[config.mk]
export PLATFORM = sky130hd
export DESIGN_NAME = coalescing_event_queue
export DESIGN_NICKNAME = d
export VERILOG_FILES = /design/src/hdl/ceq_pkg.sv /design/src/hdl/coalescing_event_queue.sv /design/src/hdl/ceq_cell.sv
export VERILOG_INCLUDE_DIRS = /design/src /design/src/hdl
export SDC_FILE = /design/constraint.sdc
export NUM_CORES = 2
export LEC_CHECK = 0
export BUFFER_PORTS_ARGS = -buffer_cell sky130_fd_sc_hd__clkbuf_2
export CORE_MARGIN = 2
export CORE_UTILIZATION = 50
export CTS_BUF_LIST = sky130_fd_sc_hd__clkbuf_8
export CTS_CLUSTER_SIZE = 28
export DETAILED_ROUTE_END_ITERATION = 8
export PLACE_DENSITY = 0.7
export SKIP_CTS_REPAIR_TIMING = 1
export SLEW_MARGIN = 20
export SYNTH_ARGS = -nofsm -noshare
export SYNTH_HDL_FRONTEND = slang
export SYNTH_SLANG_ARGS = --single-unit
[constraint.sdc]
create_clock -name clk -period 13.8 [get_ports clk]
set_input_delay 0 -clock clk [delete_from_list [all_inputs] [get_ports clk]]
set_output_delay 0 -clock clk [all_outputs]
set_load 0.005 [all_outputs]
[src/hdl/coalescing_event_queue_defines.svh]
// Assertion macros for the coalescing event queue
`ifndef COALESCING_EVENT_QUEUE_DEFINES_SVH
`define COALESCING_EVENT_QUEUE_DEFINES_SVH
// clocked property with asynchronous reset qualifier
`define CEQ_ASSERT(label, prop, msg) \
	label: assert property (@(posedge clk) disable iff (!arst_n) prop) else $error(msg);
// implication from a trigger to a consequence
`define CEQ_ASSERT_IMP(label, trig, cons, msg) \
	label: assert property (@(posedge clk) disable iff (!arst_n) (trig) |-> (cons)) else $error(msg);
`endif

[src/hdl/ceq_pkg.sv]
// Types and constants shared by the coalescing event queue
package ceq_pkg;
	typedef struct packed {
		logic [15:0] len;
		logic [31:0] gen;
		logic [31:0] seq;
		logic [63:0] rev;
		logic [2:0]  kind;
		logic [31:0] ctl;
	} entry_t;

	localparam logic [1:0] OP_HOLD  = 2'd0;
	localparam logic [1:0] OP_COAL  = 2'd1;
	localparam logic [1:0] OP_EVICT = 2'd2;
	localparam logic [1:0] OP_DRAIN = 2'd3;

	typedef struct packed {
		logic [1:0]  op;
		logic [2:0]  kind;
		logic [31:0] ctl;
	} cell_cmd_t;

	localparam logic [2:0] KIND_FOCUS    = 3'd0;
	localparam logic [2:0] KIND_CAPTURE  = 3'd2;
	localparam logic [2:0] KIND_DIAG     = 3'd3;
	localparam logic [2:0] KIND_OVERFLOW = 3'd4;
	localparam logic [2:0] KIND_COMMAND  = 3'd5;

	localparam logic [2:0] ST_PUSHED   = 3'd0;
	localparam logic [2:0] ST_REJECTED = 3'd1;
	localparam logic [2:0] ST_UNKNOWN  = 3'd2;
	localparam logic [2:0] ST_DRAINED  = 3'd3;
	localparam logic [2:0] ST_EMPTY    = 3'd4;

	localparam logic [4:0] CAP_RESET = 5'd16;
endpackage

[src/hdl/coalescing_event_queue.sv]
// Coalescing event queue: top level with control sequencer and slot chain
// A push removes the matching older entry on the accept edge; the push state then evicts if
// full, appends the event and delivers the status. A drain delivers its transactions
// (marker first, then entries oldest first) after the accept; the slot chain shifts by one
// per delivered entry. Each of these steps waits while the output register still holds a
// transaction that the receiver has not taken, and input is refused until the current push
// or drain is complete. Configuration writes take effect at once and must only happen while
// the queue is idle.
`include "coalescing_event_queue_defines.svh"
module coalescing_event_queue #(
	parameter int MAX_SLOTS = 16
) (
	input  logic         clk,
	input  logic         arst_n,
	input  logic         cfg_we,
	input  logic [4:0]   cfg_data,
	input  logic         s_tvalid,
	output logic         s_tready,
	// ctl_id[31:0] event_kind[34:32] revision[98:35] edit_gen[130:99]
	// payload_length[146:131] zero[151:147]
	input  logic [151:0] s_tdata,
	// mode
	input  logic         s_tuser,
	output logic         m_tvalid,
	input  logic         m_tready,
	// out_ctl_id[31:0] out_kind[34:32] out_revision[98:35] out_sequence[130:99]
	// out_edit_gen[162:131] payload_offset[182:163] out_payload_length[198:183]
	// pending_count[203:199] overflow_active[204] zero[207:205]
	output logic [207:0] m_tdata,
	// status
	output logic [2:0]   m_tuser,
	output logic         m_tlast
);
	localparam int CONTENT = MAX_SLOTS - 1;
	localparam int CW = $clog2(MAX_SLOTS);
	localparam int CAPW = (CW + 1 > 5) ? CW + 1 : 5;

	localparam logic [1:0] S_IDLE  = 2'd0;
	localparam logic [1:0] S_PUSH  = 2'd1;
	localparam logic [1:0] S_DRAIN = 2'd2;

	logic [1:0]      state_q;
	logic [4:0]      cap_q;
	logic [CW-1:0]   cnt_q;
	logic            mk_q;
	logic [63:0]     mrev_q;
	logic [31:0]     mseq_q;
	logic [31:0]     nseq_q;
	logic [CW:0]     rem_q;
	logic            dmk_q;
	logic [19:0]     off_q;
	logic [31:0]     ictl_q;
	logic [2:0]      ikind_q;
	logic [63:0]     irev_q;
	logic [31:0]     igen_q;
	logic [15:0]     ilen_q;

	logic            m_valid_q;
	logic [207:0]    m_data_q;
	logic [2:0]      m_user_q;
	logic            m_last_q;

	ceq_pkg::cell_cmd_t cmd;
	ceq_pkg::entry_t    cell_q [CONTENT];
	ceq_pkg::entry_t    nxt_d  [CONTENT];
	logic [CONTENT:0]   sel;
	logic [CONTENT-1:0] load_en;
	ceq_pkg::entry_t    new_ent;
	logic [CW-1:0]      app_idx;

	logic            acc;
	logic            out_free;
	logic [CAPW-1:0] cap_eff;
	logic [CAPW-1:0] content;
	logic            full;
	logic            found;
	logic            in_mode;
	logic [2:0]      in_kind;
	logic [CW-1:0]   cnt_new;
	logic            mk_new;
	logic [CAPW-1:0] pend;

	logic            out_load;
	logic [207:0]    out_data;
	logic [2:0]      out_user;
	logic            out_last;

	assign s_tready = (state_q == S_IDLE);
	assign acc = s_tvalid && s_tready;
	assign out_free = !m_valid_q || m_tready;
	assign in_mode = s_tuser;
	assign in_kind = s_tdata[34:32];
	assign found = sel[CONTENT];

	always_comb begin
		if (CAPW'(cap_q) < CAPW'(2)) begin
			cap_eff = CAPW'(2);
		end else if (CAPW'(cap_q) > CAPW'(MAX_SLOTS)) begin
			cap_eff = CAPW'(MAX_SLOTS);
		end else begin
			cap_eff = CAPW'(cap_q);
		end
		content = cap_eff - CAPW'(1);
		full = CAPW'(cnt_q) >= content;
	end

	always_comb begin
		cmd.op = ceq_pkg::OP_HOLD;
		cmd.kind = ikind_q;
		cmd.ctl = ictl_q;
		if (acc && !in_mode && (in_kind <= ceq_pkg::KIND_OVERFLOW)) begin
			cmd.op = ceq_pkg::OP_COAL;
			cmd.kind = in_kind;
			cmd.ctl = s_tdata[31:0];
		end else if (state_q == S_PUSH && out_free && ikind_q <= ceq_pkg::KIND_COMMAND &&
			full) begin
			cmd.op = ceq_pkg::OP_EVICT;
		end else if (state_q == S_DRAIN && out_free && rem_q != '0 && !dmk_q) begin
			cmd.op = ceq_pkg::OP_DRAIN;
		end
	end

	always_comb begin
		app_idx = found ? cnt_q - CW'(1) : cnt_q;
		new_ent.ctl = ictl_q;
		new_ent.kind = ikind_q;
		new_ent.rev = irev_q;
		new_ent.seq = full ? nseq_q + 32'd1 : nseq_q;
		new_ent.gen = igen_q;
		new_ent.len = ilen_q;
	end

	assign sel[0] = 1'b0;
	genvar gi;
	generate
		for (gi = 0; gi < CONTENT; gi++) begin : g_cell
			if (gi + 1 < CONTENT) begin : g_mid
				assign nxt_d[gi] = cell_q[gi+1];
			end else begin : g_end
				assign nxt_d[gi] = '0;
			end
			assign load_en[gi] = (state_q == S_PUSH) && out_free &&
				(ikind_q <= ceq_pkg::KIND_COMMAND) && !(full && !found) &&
				(app_idx == CW'(gi));
			ceq_cell u_cell (
				.clk      (clk),
				.cmd      (cmd),
				.occ      (CW'(gi) < cnt_q),
				.sel_in   (sel[gi]),
				.sel_out  (sel[gi+1]),
				.nxt      (nxt_d[gi]),
				.load_en  (load_en[gi]),
				.load_data(new_ent),
				.q        (cell_q[gi])
			);
		end
	endgenerate

	always_comb begin
		cnt_new = cnt_q;
		mk_new = mk_q;
		if (ikind_q <= ceq_pkg::KIND_COMMAND) begin
			if (full) begin
				mk_new = 1'b1;
			end else begin
				cnt_new = cnt_q + CW'(1);
			end
		end
		pend = CAPW'(cnt_new) + CAPW'(mk_new);
	end

	always_comb begin
		out_load = 1'b0;
		out_data = '0;
		out_user = ceq_pkg::ST_PUSHED;
		out_last = 1'b1;
		case (state_q)
			S_PUSH: begin
				out_load = out_free;
				out_data[203:199] = pend[4:0];
				out_data[204] = mk_new;
				if (ikind_q > ceq_pkg::KIND_COMMAND) begin
					out_user = ceq_pkg::ST_UNKNOWN;
				end else if (full && !found) begin
					out_user = ceq_pkg::ST_REJECTED;
				end
			end
			S_DRAIN: begin
				out_load = out_free;
				out_last = (rem_q <= (CW+1)'(1));
				if (rem_q == '0) begin
					out_user = ceq_pkg::ST_EMPTY;
				end else begin
					out_user = ceq_pkg::ST_DRAINED;
					out_data[182:163] = off_q;
					if (dmk_q) begin
						out_data[34:32] = ceq_pkg::KIND_OVERFLOW;
						out_data[98:35] = mrev_q;
						out_data[130:99] = mseq_q;
					end else begin
						out_data[31:0] = cell_q[0].ctl;
						out_data[34:32] = cell_q[0].kind;
						out_data[98:35] = cell_q[0].rev;
						out_data[130:99] = cell_q[0].seq;
						out_data[162:131] = cell_q[0].gen;
						out_data[198:183] = cell_q[0].len;
					end
				end
			end
			default: out_load = 1'b0;
		endcase
	end

	always_ff @(posedge clk or negedge arst_n) begin
		if (!arst_n) begin
			state_q <= S_IDLE;
			cap_q <= ceq_pkg::CAP_RESET;
			cnt_q <= '0;
			mk_q <= 1'b0;
			mrev_q <= '0;
			mseq_q <= '0;
			nseq_q <= '0;
			rem_q <= '0;
			dmk_q <= 1'b0;
			off_q <= '0;
			m_valid_q <= 1'b0;
		end else begin
			if (cfg_we) begin
				cap_q <= cfg_data;
			end
			if (out_load) begin
				m_valid_q <= 1'b1;
			end else if (m_tready) begin
				m_valid_q <= 1'b0;
			end
			case (state_q)
				S_IDLE: begin
					if (acc) begin
						if (in_mode) begin
							state_q <= S_DRAIN;
							rem_q <= (CW+1)'(cnt_q) + (CW+1)'(mk_q);
							dmk_q <= mk_q;
							off_q <= '0;
							cnt_q <= '0;
							mk_q <= 1'b0;
						end else begin
							state_q <= S_PUSH;
							if (cmd.op == ceq_pkg::OP_COAL && found) begin
								cnt_q <= cnt_q - CW'(1);
							end
						end
					end
				end
				S_PUSH: begin
					if (out_free) begin
						state_q <= S_IDLE;
						if (ikind_q <= ceq_pkg::KIND_COMMAND) begin
							if (full) begin
								mk_q <= 1'b1;
								mrev_q <= irev_q;
								mseq_q <= nseq_q;
								if (found) begin
									nseq_q <= nseq_q + 32'd2;
								end else begin
									nseq_q <= nseq_q + 32'd1;
								end
							end else begin
								cnt_q <= cnt_new;
								nseq_q <= nseq_q + 32'd1;
							end
						end
					end
				end
				S_DRAIN: begin
					if (out_free) begin
						if (rem_q == '0) begin
							state_q <= S_IDLE;
						end else begin
							rem_q <= rem_q - (CW+1)'(1);
							if (rem_q == (CW+1)'(1)) begin
								state_q <= S_IDLE;
							end
							if (dmk_q) begin
								dmk_q <= 1'b0;
							end else begin
								off_q <= off_q + 20'(cell_q[0].len);
							end
						end
					end
				end
				default: state_q <= S_IDLE;
			endcase
		end
	end

	always_ff @(posedge clk) begin
		if (out_load) begin
			m_data_q <= out_data;
			m_user_q <= out_user;
			m_last_q <= out_last;
		end
	end

	always_ff @(posedge clk) begin
		if (acc) begin
			ictl_q <= s_tdata[31:0];
			ikind_q <= s_tdata[34:32];
			irev_q <= s_tdata[98:35];
			igen_q <= s_tdata[130:99];
			ilen_q <= s_tdata[146:131];
		end
	end

	assign m_tvalid = m_valid_q;
	assign m_tdata = m_data_q;
	assign m_tuser = m_user_q;
	assign m_tlast = m_last_q;

	`CEQ_ASSERT(a_cnt_bound, (CAPW'(cnt_q) <= CAPW'(CONTENT)), "entry count beyond slots")
	`CEQ_ASSERT_IMP(a_drain_clear, state_q == S_DRAIN, (cnt_q == '0) && !mk_q, "drain with live queue")
	`CEQ_ASSERT_IMP(a_drain_enter, acc && in_mode, ##1 (state_q == S_DRAIN), "drain not started")
	`CEQ_ASSERT_IMP(a_evict_full, cmd.op == ceq_pkg::OP_EVICT, (state_q == S_PUSH) && full, "evict when not full")
endmodule

[src/hdl/ceq_cell.sv]
// One queue slot: key match, removal chain and shift from the next slot
module ceq_cell (
	input  logic               clk,
	input  ceq_pkg::cell_cmd_t cmd,
	input  logic               occ,
	input  logic               sel_in,
	output logic               sel_out,
	input  ceq_pkg::entry_t    nxt,
	input  logic               load_en,
	input  ceq_pkg::entry_t    load_data,
	output ceq_pkg::entry_t    q
);
	ceq_pkg::entry_t ent_q;
	logic hit;
	logic single;

	always_comb begin
		single = (cmd.kind == ceq_pkg::KIND_FOCUS) || (cmd.kind == ceq_pkg::KIND_CAPTURE) ||
			(cmd.kind == ceq_pkg::KIND_DIAG);
		case (cmd.op)
			ceq_pkg::OP_COAL:  hit = occ && (ent_q.kind == cmd.kind) &&
				(single || (ent_q.ctl == cmd.ctl));
			ceq_pkg::OP_EVICT: hit = occ && (ent_q.kind <= ceq_pkg::KIND_OVERFLOW);
			ceq_pkg::OP_DRAIN: hit = 1'b1;
			default:           hit = 1'b0;
		endcase
	end

	assign sel_out = sel_in | hit;
	assign q = ent_q;

	always_ff @(posedge clk) begin
		if (load_en) begin
			ent_q <= load_data;
		end else if (sel_out) begin
			ent_q <= nxt;
		end
	end
endmodule

# After elaboration in Yosys (flattened, before gate mapping)
# Index checks and enable logic that the tools add are counted.
[word_totals] register_bits=3208 input_bits=163 out_inout_bits=214
[op_classes] addsub=9 magnitude_cmp=37 n_eq_ne=62 n_mux=101 bitwise_logic=15 n_reduce_logical=128
[op_table] operator="179-bit two-way mux" count=30
[op_table] operator="32-bit equality test" count=15
[op_table] operator="20-bit two-way mux" count=5
[op_table] operator="99-bit two-way mux" count=1
[op_table] operator="32-bit two-way mux" count=3
[op_table] operator="1-bit logical AND" count=72
[op_table] operator="3-bit <= comparator, second input constant" count=17
[op_table] operator="3-bit equality test" count=15
[op_table] operator="1-bit one-hot mux with 3 select lines" count=15
[op_table] operator="20-bit one-hot mux with 2 select lines" count=1
[op_table] operator="4-bit two-way mux" count=9
[op_table] operator="2-bit nonzero test" count=18
[op_table] operator="35-bit two-way mux" count=1
[op_table] operator="32-bit by 1-bit adder with 32-bit output, second input constant" count=1
[op_table] operator="32-bit by 2-bit adder with 32-bit output, second input constant" count=1
[op_table] operator="5-bit two-way mux" count=6
[op_table] operator="4-bit equality test, second input constant" count=7
[op_table] operator="4-bit < comparator, first input constant" count=7
[op_table] operator="20-bit by 16-bit adder with 20-bit output" count=1
[op_table] operator="2-bit two-way mux" count=10
[op_table] operator="1-bit logical OR" count=18
[op_table] operator="4-bit by 3-bit equality test with 1-bit output, second input constant" count=4
[op_table] operator="3-bit by 4-bit < comparator with 1-bit output, first input constant" count=4
[op_table] operator="1-bit OR" count=14
[op_table] operator="other kinds (40)" count=77

# Depth between registers and ports, before layout
[depth] word_depth=31 depth_mapped=23 mapped_depth_nobuf=17

# By module
# A second synthesis with hierarchy kept.
[hier_totals] hier_cells=8166 hier_area_um2=142494.2
[modules_own_cells] module="ceq_cell" instances=15 cells_each=437 area_per_inst_um2=7988.9 seq_area_each_um2=5375.2
[modules_own_cells] module="coalescing_event_queue" instances=1 cells_each=1611 area_per_inst_um2=22660.5 seq_area_each_um2=14870.5

# Worst setup path before layout
# OpenSTA, ideal clock, no wires.
[synth_path] path_type="register to register" startpoint="register cap_q[3]" endpoint="register g_cell[7].u_cell.ent_q, in the netlist g_cell[7].u_cell.q[0] (enable)" t_arrival_ns=9.629 required_ns=11.534 setup_slack_ns=1.904 path_stages_with_launch=19 path_buffers=4 path_cell_list="dfrtp_1 o311ai_0 ha_1 ha_1 a2111o_1 and3_1 clkbuf_1 nand3_1 o221ai_1 a31o_1 nor3_1 nand4_1 nor4_2 mux2_2 buf_4 nand3_1 clkbuf_1 buf_2 nand4_1"
[synth_between] elab_chain_cells=30
[synth_lines] item="start, declared" line_no="coalescing_event_queue.sv:43" text="logic [4:0] cap_q;"
[synth_lines] item="start signal, assigned" line_no="coalescing_event_queue.sv:217" text="cap_q <= ceq_pkg::CAP_RESET;"
[synth_lines] item="start signal, assigned" line_no="coalescing_event_queue.sv:229" text="cap_q <= cfg_data;"
[synth_lines] item="5-bit > comparator" line_no="coalescing_event_queue.sv:98" text="end else if (CAPW'(cap_q) > CAPW'(MAX_SLOTS)) begin"
[synth_lines] item="5-bit two-way mux" line_no="coalescing_event_queue.sv:98"
[synth_lines] item="5-bit two-way mux *" line_no="coalescing_event_queue.sv:96" text="if (CAPW'(cap_q) < CAPW'(2)) begin"
[synth_lines] item="5-bit by 1-bit subtractor with 5-bit output *" line_no="coalescing_event_queue.sv:103" text="content = cap_eff - CAPW'(1);"
[synth_lines] item="4-bit by 5-bit >= comparator with 1-bit output *" line_no="coalescing_event_queue.sv:104" text="full = CAPW'(cnt_q) >= content;"
[synth_lines] item="parallel branches: the longest is 24 deep, another holds 1-bit one-hot mux with 3 select lines"
[synth_lines] item="2-bit nonzero test (no source line) *"
[synth_lines] item="end signal, assigned" line_no="ceq_cell.sv:34" text="ent_q <= load_data;"
[synth_lines] item="end signal, assigned" line_no="ceq_cell.sv:36" text="ent_q <= nxt;"
[synth_lines] item="end, declared" line_no="ceq_cell.sv:13" text="ceq_pkg::entry_t ent_q;"
# Mark *: on every way between the ends.
# A chain may end at the register's enable or synchronous reset.

# Worst setup path after layout
[layout_path] startpoint="register state_q[0]" endpoint="register g_cell[8].u_cell.ent_q, in the netlist g_cell[8].u_cell.q[136] (enable)"
[layout_between] elab_chain_cells=31
[layout_lines] item="start, declared" line_no="coalescing_event_queue.sv:42" text="logic [1:0] state_q;"
[layout_lines] item="start signal, assigned" line_no="coalescing_event_queue.sv:216" text="state_q <= S_IDLE;"
[layout_lines] item="start signal, assigned" line_no="coalescing_event_queue.sv:240" text="state_q <= S_DRAIN;"
[layout_lines] item="start signal, assigned" line_no="coalescing_event_queue.sv:247" text="state_q <= S_PUSH;"
[layout_lines] item="parallel branches: the longest is 30 deep, another holds 35-bit two-way mux"
[layout_lines] item="2-bit nonzero test (no source line) *"
[layout_lines] item="end signal, assigned" line_no="ceq_cell.sv:34"
[layout_lines] item="end signal, assigned" line_no="ceq_cell.sv:36"
[layout_lines] item="end, declared" line_no="ceq_cell.sv:13"
# Marks and branches as above.

==> results.rst <==
.. list-table::
   :header-rows: 1

   * - Metric
     - Value
   * - Via count of the first global-routing pass
     - a little over 100k
   * - Number of failing setup endpoints in the final timing report
     - 0
   * - Data arrival, critical path
     - about 11,000 ps
   * - Areal power density over the cells
     - between 300 and 400 nW/um2
   * - Post-synthesis sequential area ratio
     - 0.669
   * - Number of synthesized register bits
     - approximately 3,200
   * - Critical Path Source Type
     - register
   * - Sequential share of power
     - 0.428
   * - Sw Pwr
     - between 20 and 25 mW
   * - Final instance area
     - between 150,000 and 200,000 um2
   * - Clock root buffer
     - sky130_fd_sc_hd__clkbuf_8
   * - Most used cells in the layout excluding fill and tap cells
     - sky130_fd_sc_hd__edfxtp_1, sky130_fd_sc_hd__o2bb2ai_1, sky130_fd_sc_hd__nand2_1, sky130_fd_sc_hd__clkbuf_8, sky130_fd_sc_hd__inv_1
   * - Minimum setup slack after placement
     - about 3400 ps
   * - Vias/cell
     - approximately 7.3
   * - Share of the synthesized area in the top cell type
     - 0.640
   * - Core region area
     - 284,000 um2
   * - Post-route fraction of the period consumed by the critical path
     - 0.768
   * - Total routing resource utilization after global routing
     - 0.456
   * - Area delta synth->final
     - 13.7%
   * - Largest fanout of any net on the critical path
     - 59
   * - Clock Path Buffers
     - 4
   * - Internal power
     - 28.3 mW
   * - Largest net degree at the start of global routing
     - ~220
   * - Max stage delay on crit path
     - roughly 1000 ps
   * - Estimated wirelength of the detail-placed design
     - roughly 410 mm
   * - Top flip-flop cell by instance count after synthesis
     - sky130_fd_sc_hd__edfxtp_1
   * - Unrepaired setup endpoints after global routing
     - no
   * - Worst path most repeated cell
     - sky130_fd_sc_hd__buf_4
   * - Clk Latency, worst-skew pair
     - between 1000 and 1500 ps
   * - Slew HR
     - 0.108
   * - Combinational share of power
     - 0.412
   * - Total detailed-routing wirelength
     - roughly 680 mm
   * - Data required time of the critical path
     - about 15,000 ps
   * - Routed WL per cell
     - roughly 45 um
   * - Non-filler cells in the finished layout
     - about 15,000
   * - Net total in the final layout
     - around 11,000
   * - Most common library cell in the layout ignoring fill and taps
     - sky130_fd_sc_hd__edfxtp_1
   * - EDFF count, synth
     - between 3,000 and 4,000
   * - RePlAce Congestion
     - roughly 1.1
   * - Instance area at placement
     - between 100,000 and 150,000 um2
   * - Synth async-reset ratio
     - 0.0521
   * - Worst-case setup margin in the final layout
     - ~3200 ps
   * - Part of the total power dissipated in the clock network
     - 0.159
   * - Violated checks
     - design-rule violations
   * - Total count of max-transition violations in the final report
     - 0
   * - Die Width
     - between 500 and 600 um
   * - Dominant cells by area after synthesis
     - sky130_fd_sc_hd__edfxtp_1, sky130_fd_sc_hd__o2bb2ai_1, sky130_fd_sc_hd__dfrtp_1, sky130_fd_sc_hd__o22a_1, sky130_fd_sc_hd__nand2_1
   * - H-tree depth reported by CTS
     - 6
   * - Critical-path cell with the highest stage delay
     - sky130_fd_sc_hd__a21oi_2
   * - Syn_area_per_cell
     - between 10 and 15 um2
   * - Antenna violations before repair
     - between 70 and 80
   * - Result of the run
     - finished with violations
   * - Total Power Consumption
     - 51.9 mW
   * - Count of port buffers added during placement
     - around 370
   * - Switching Fraction
     - 0.455
   * - Worst-margin pin slew
     - approximately 1300 ps
   * - Router iterations before antenna repair
     - 9
   * - Cells traversed along the worst timing path
     - inv_1, ha_1, buf_4, and3b_2, buf_4, nand2_8, a21oi_2, a2111o_1, o21ai_1, nor3_1, nand4_1, or4_1, buf_4, mux2i_4, buf_4, nand3_4, nand2_4, buf_4
   * - DRC violations left
     - 13
   * - Class of the worst hold path
     - in2reg
   * - Reported leakage power
     - 56.6 nW
   * - Final-layout worst hold slack
     - 58.4 ps
   * - Achievable clock frequency
     - 94.3 MHz
   * - Cell type contributing the most total cell area after synthesis
     - sky130_fd_sc_hd__edfxtp_1
   * - Maximum ir drop on the vdd rail
     - just over 1 mV
   * - Final total negative setup slack
     - 0 ps
   * - Via count
     - around 110k
   * - Crit path time final
     - between 10,000 and 15,000 ps
   * - Die area
     - 290,000 um2
   * - Number of top-level pins
     - ~380
   * - Synth Warn #
     - 0
   * - Final core utilization
     - 0.570
   * - Clock skew
     - roughly 84 ps
   * - Number of instances in the synthesized netlist
     - ~10,000
   * - Synthesized area
     - approximately 140,000 um2
   * - Reg clk slew, reported paths
     - approximately 70 ps
   * - Total congestion overflow
     - 0
   * - Type of destination of the critical path
     - register
   * - Initial DRC Count
     - about 19,000
   * - Final count of hold timing violations
     - 0
   * - Number of placed cells counting well taps
     - roughly 14,000
   * - Number of inserted filler cells in the final layout
     - 22,500
   * - Global-route wire length before repair
     - approximately 900 mm
   * - CTS tree
     - built
   * - Height of the chip
     - 538 um
   * - Initial cell density of the core
     - 0.502
   * - TritonCTS sink count
     - roughly 3,200
   * - Post-DRT Antenna Nets
     - 0
   * - Number of clock buffers inserted by TritonCTS
     - between 500 and 600
   * - Fraction of final layout cells with drive strength greater than 1
     - 0.140
   * - Number of max-cap violations
     - 0
   * - WS Path Type
     - reg2reg
   * - Synth unique cells
     - 95
   * - Row count
     - around 200
kinds of logic (layout without fill, tap and decap cells):
logic type | count (synthesis) | in the layout | share of synthesized area
flops | 3208 | 3208 | 0.669
other cells | 1 | 51 | 0.0000263
simple gates | 1844 | 1844 | 0.0616
fa+ha+maj | 36 | 36 | 0.00321
compound gates | 3189 | 3189 | 0.185
buf+inv | 1156 | 2226 | 0.0343
xor+xnor | 491 | 491 | 0.0301
mux | 219 | 219 | 0.0164
cells in the mapped netlist (30+ instances only):
| master | n |
|---|---|
| sky130_fd_sc_hd__a21oi_1 | 82 |
| sky130_fd_sc_hd__a221oi_1 | 41 |
| sky130_fd_sc_hd__and2_1 | 115 |
| sky130_fd_sc_hd__and3_1 | 134 |
| sky130_fd_sc_hd__buf_1 | 86 |
| sky130_fd_sc_hd__buf_2 | 344 |
| sky130_fd_sc_hd__clkbuf_1 | 420 |
| sky130_fd_sc_hd__dfrtp_1 | 166 |
| sky130_fd_sc_hd__edfxtp_1 | 3041 |
| sky130_fd_sc_hd__ha_1 | 35 |
| sky130_fd_sc_hd__inv_1 | 269 |
| sky130_fd_sc_hd__mux2_2 | 105 |
| sky130_fd_sc_hd__mux2i_1 | 110 |
| sky130_fd_sc_hd__nand2_1 | 838 |
| sky130_fd_sc_hd__nand2b_1 | 48 |
| sky130_fd_sc_hd__nand3_1 | 102 |
| sky130_fd_sc_hd__nand4_1 | 73 |
| sky130_fd_sc_hd__nor2_1 | 246 |
| sky130_fd_sc_hd__nor3_1 | 68 |
| sky130_fd_sc_hd__nor4_1 | 97 |
| sky130_fd_sc_hd__o2111ai_1 | 30 |
| sky130_fd_sc_hd__o21ai_0 | 79 |
| sky130_fd_sc_hd__o22a_1 | 452 |
| sky130_fd_sc_hd__o22ai_1 | 349 |
| sky130_fd_sc_hd__o2bb2ai_1 | 1888 |
| sky130_fd_sc_hd__xnor2_1 | 232 |
| sky130_fd_sc_hd__xor2_1 | 259 |
state kept, by name, summed over array words and instances, names as in the netlist, 2 cells and up:
| name | flops |
|---|---|
| ikind_q | 3 |
| state_q | 2 |
| off_q | 20 |
| mseq_q | 32 |
| rem_q | 5 |
| igen_q | 32 |
| nseq_q | 32 |
| cnt_q | 4 |
| m_tdata | 205 |
| mrev_q | 64 |
| g_cell.u_cell.q | 2685 |
| ilen_q | 16 |
| irev_q | 64 |
| cap_q | 5 |
| m_tuser | 3 |
| ictl_q | 32 |
power by group through the flow:
stage               Combinational (mW)  Clock, mW  Sequential [mW]
floorplan                         10.9          0             22.1
global placement                  20.2          0             22.0
detailed placement                20.5          0             22.0
CTS                               20.6       8.23             22.0
global route                      21.6       8.67             22.4
finish                            21.4       8.26             22.2
area by class of cell:
cell class,instances,area (um2),area share
clock inverters,394,2130,0.0132
diodes,48,120,0.000741
flip-flops and latches,3208,95500,0.589
clock buffers,579,7970,0.0491
repair buffers,978,7780,0.0480
multi-input cells,5782,42900,0.265
inverters,275,1030,0.00637
well taps,3762,4710,0.0290
path summary, 6_finish.rpt:
path	startpoint	end	slack, ps	cells after the start
setup / recovery	state_q[0]	g_cell[8].u_cell.q[136]	3200	18
hold / removal	s_tdata[27]	ictl_q[27]	60	3
setup reg to reg	state_q[0]	g_cell[8].u_cell.q[136]	3200	18
hold reg to reg	g_cell[3].u_cell.q[45]	g_cell[2].u_cell.q[45]	490	1
max in group asynchronous	arst_n	mrev_q[2]	12580	4
min in group asynchronous	arst_n	cap_q[4]	140	3
worst max-delay path: cells and delay by family (launching register included):
| family | cells | cell delay (ps) |
|---|---|---|
| AND/OR/NAND/NOR | 7 | 4730 |
| multiplexers | 1 | 240 |
| adder cells (fa/ha/maj) | 1 | 150 |
| buffers and inverters | 6 | 2610 |
| AO/OA/AOI/OAI | 3 | 1740 |
| flip-flops | 1 | 400 |
routing by layer:
metal / GRT usage / vias to the layer above / wire length, um
met4: 0.264 / 34 / 48400
met3: 0.132 / 1959 / 92200
met1: 0.611 / 55600 / 245000
li1: - / 42000 / -
met5: 0 / - / 249
met2: 0.664 / 10300 / 292000
(Power assumes the default switching activity.)
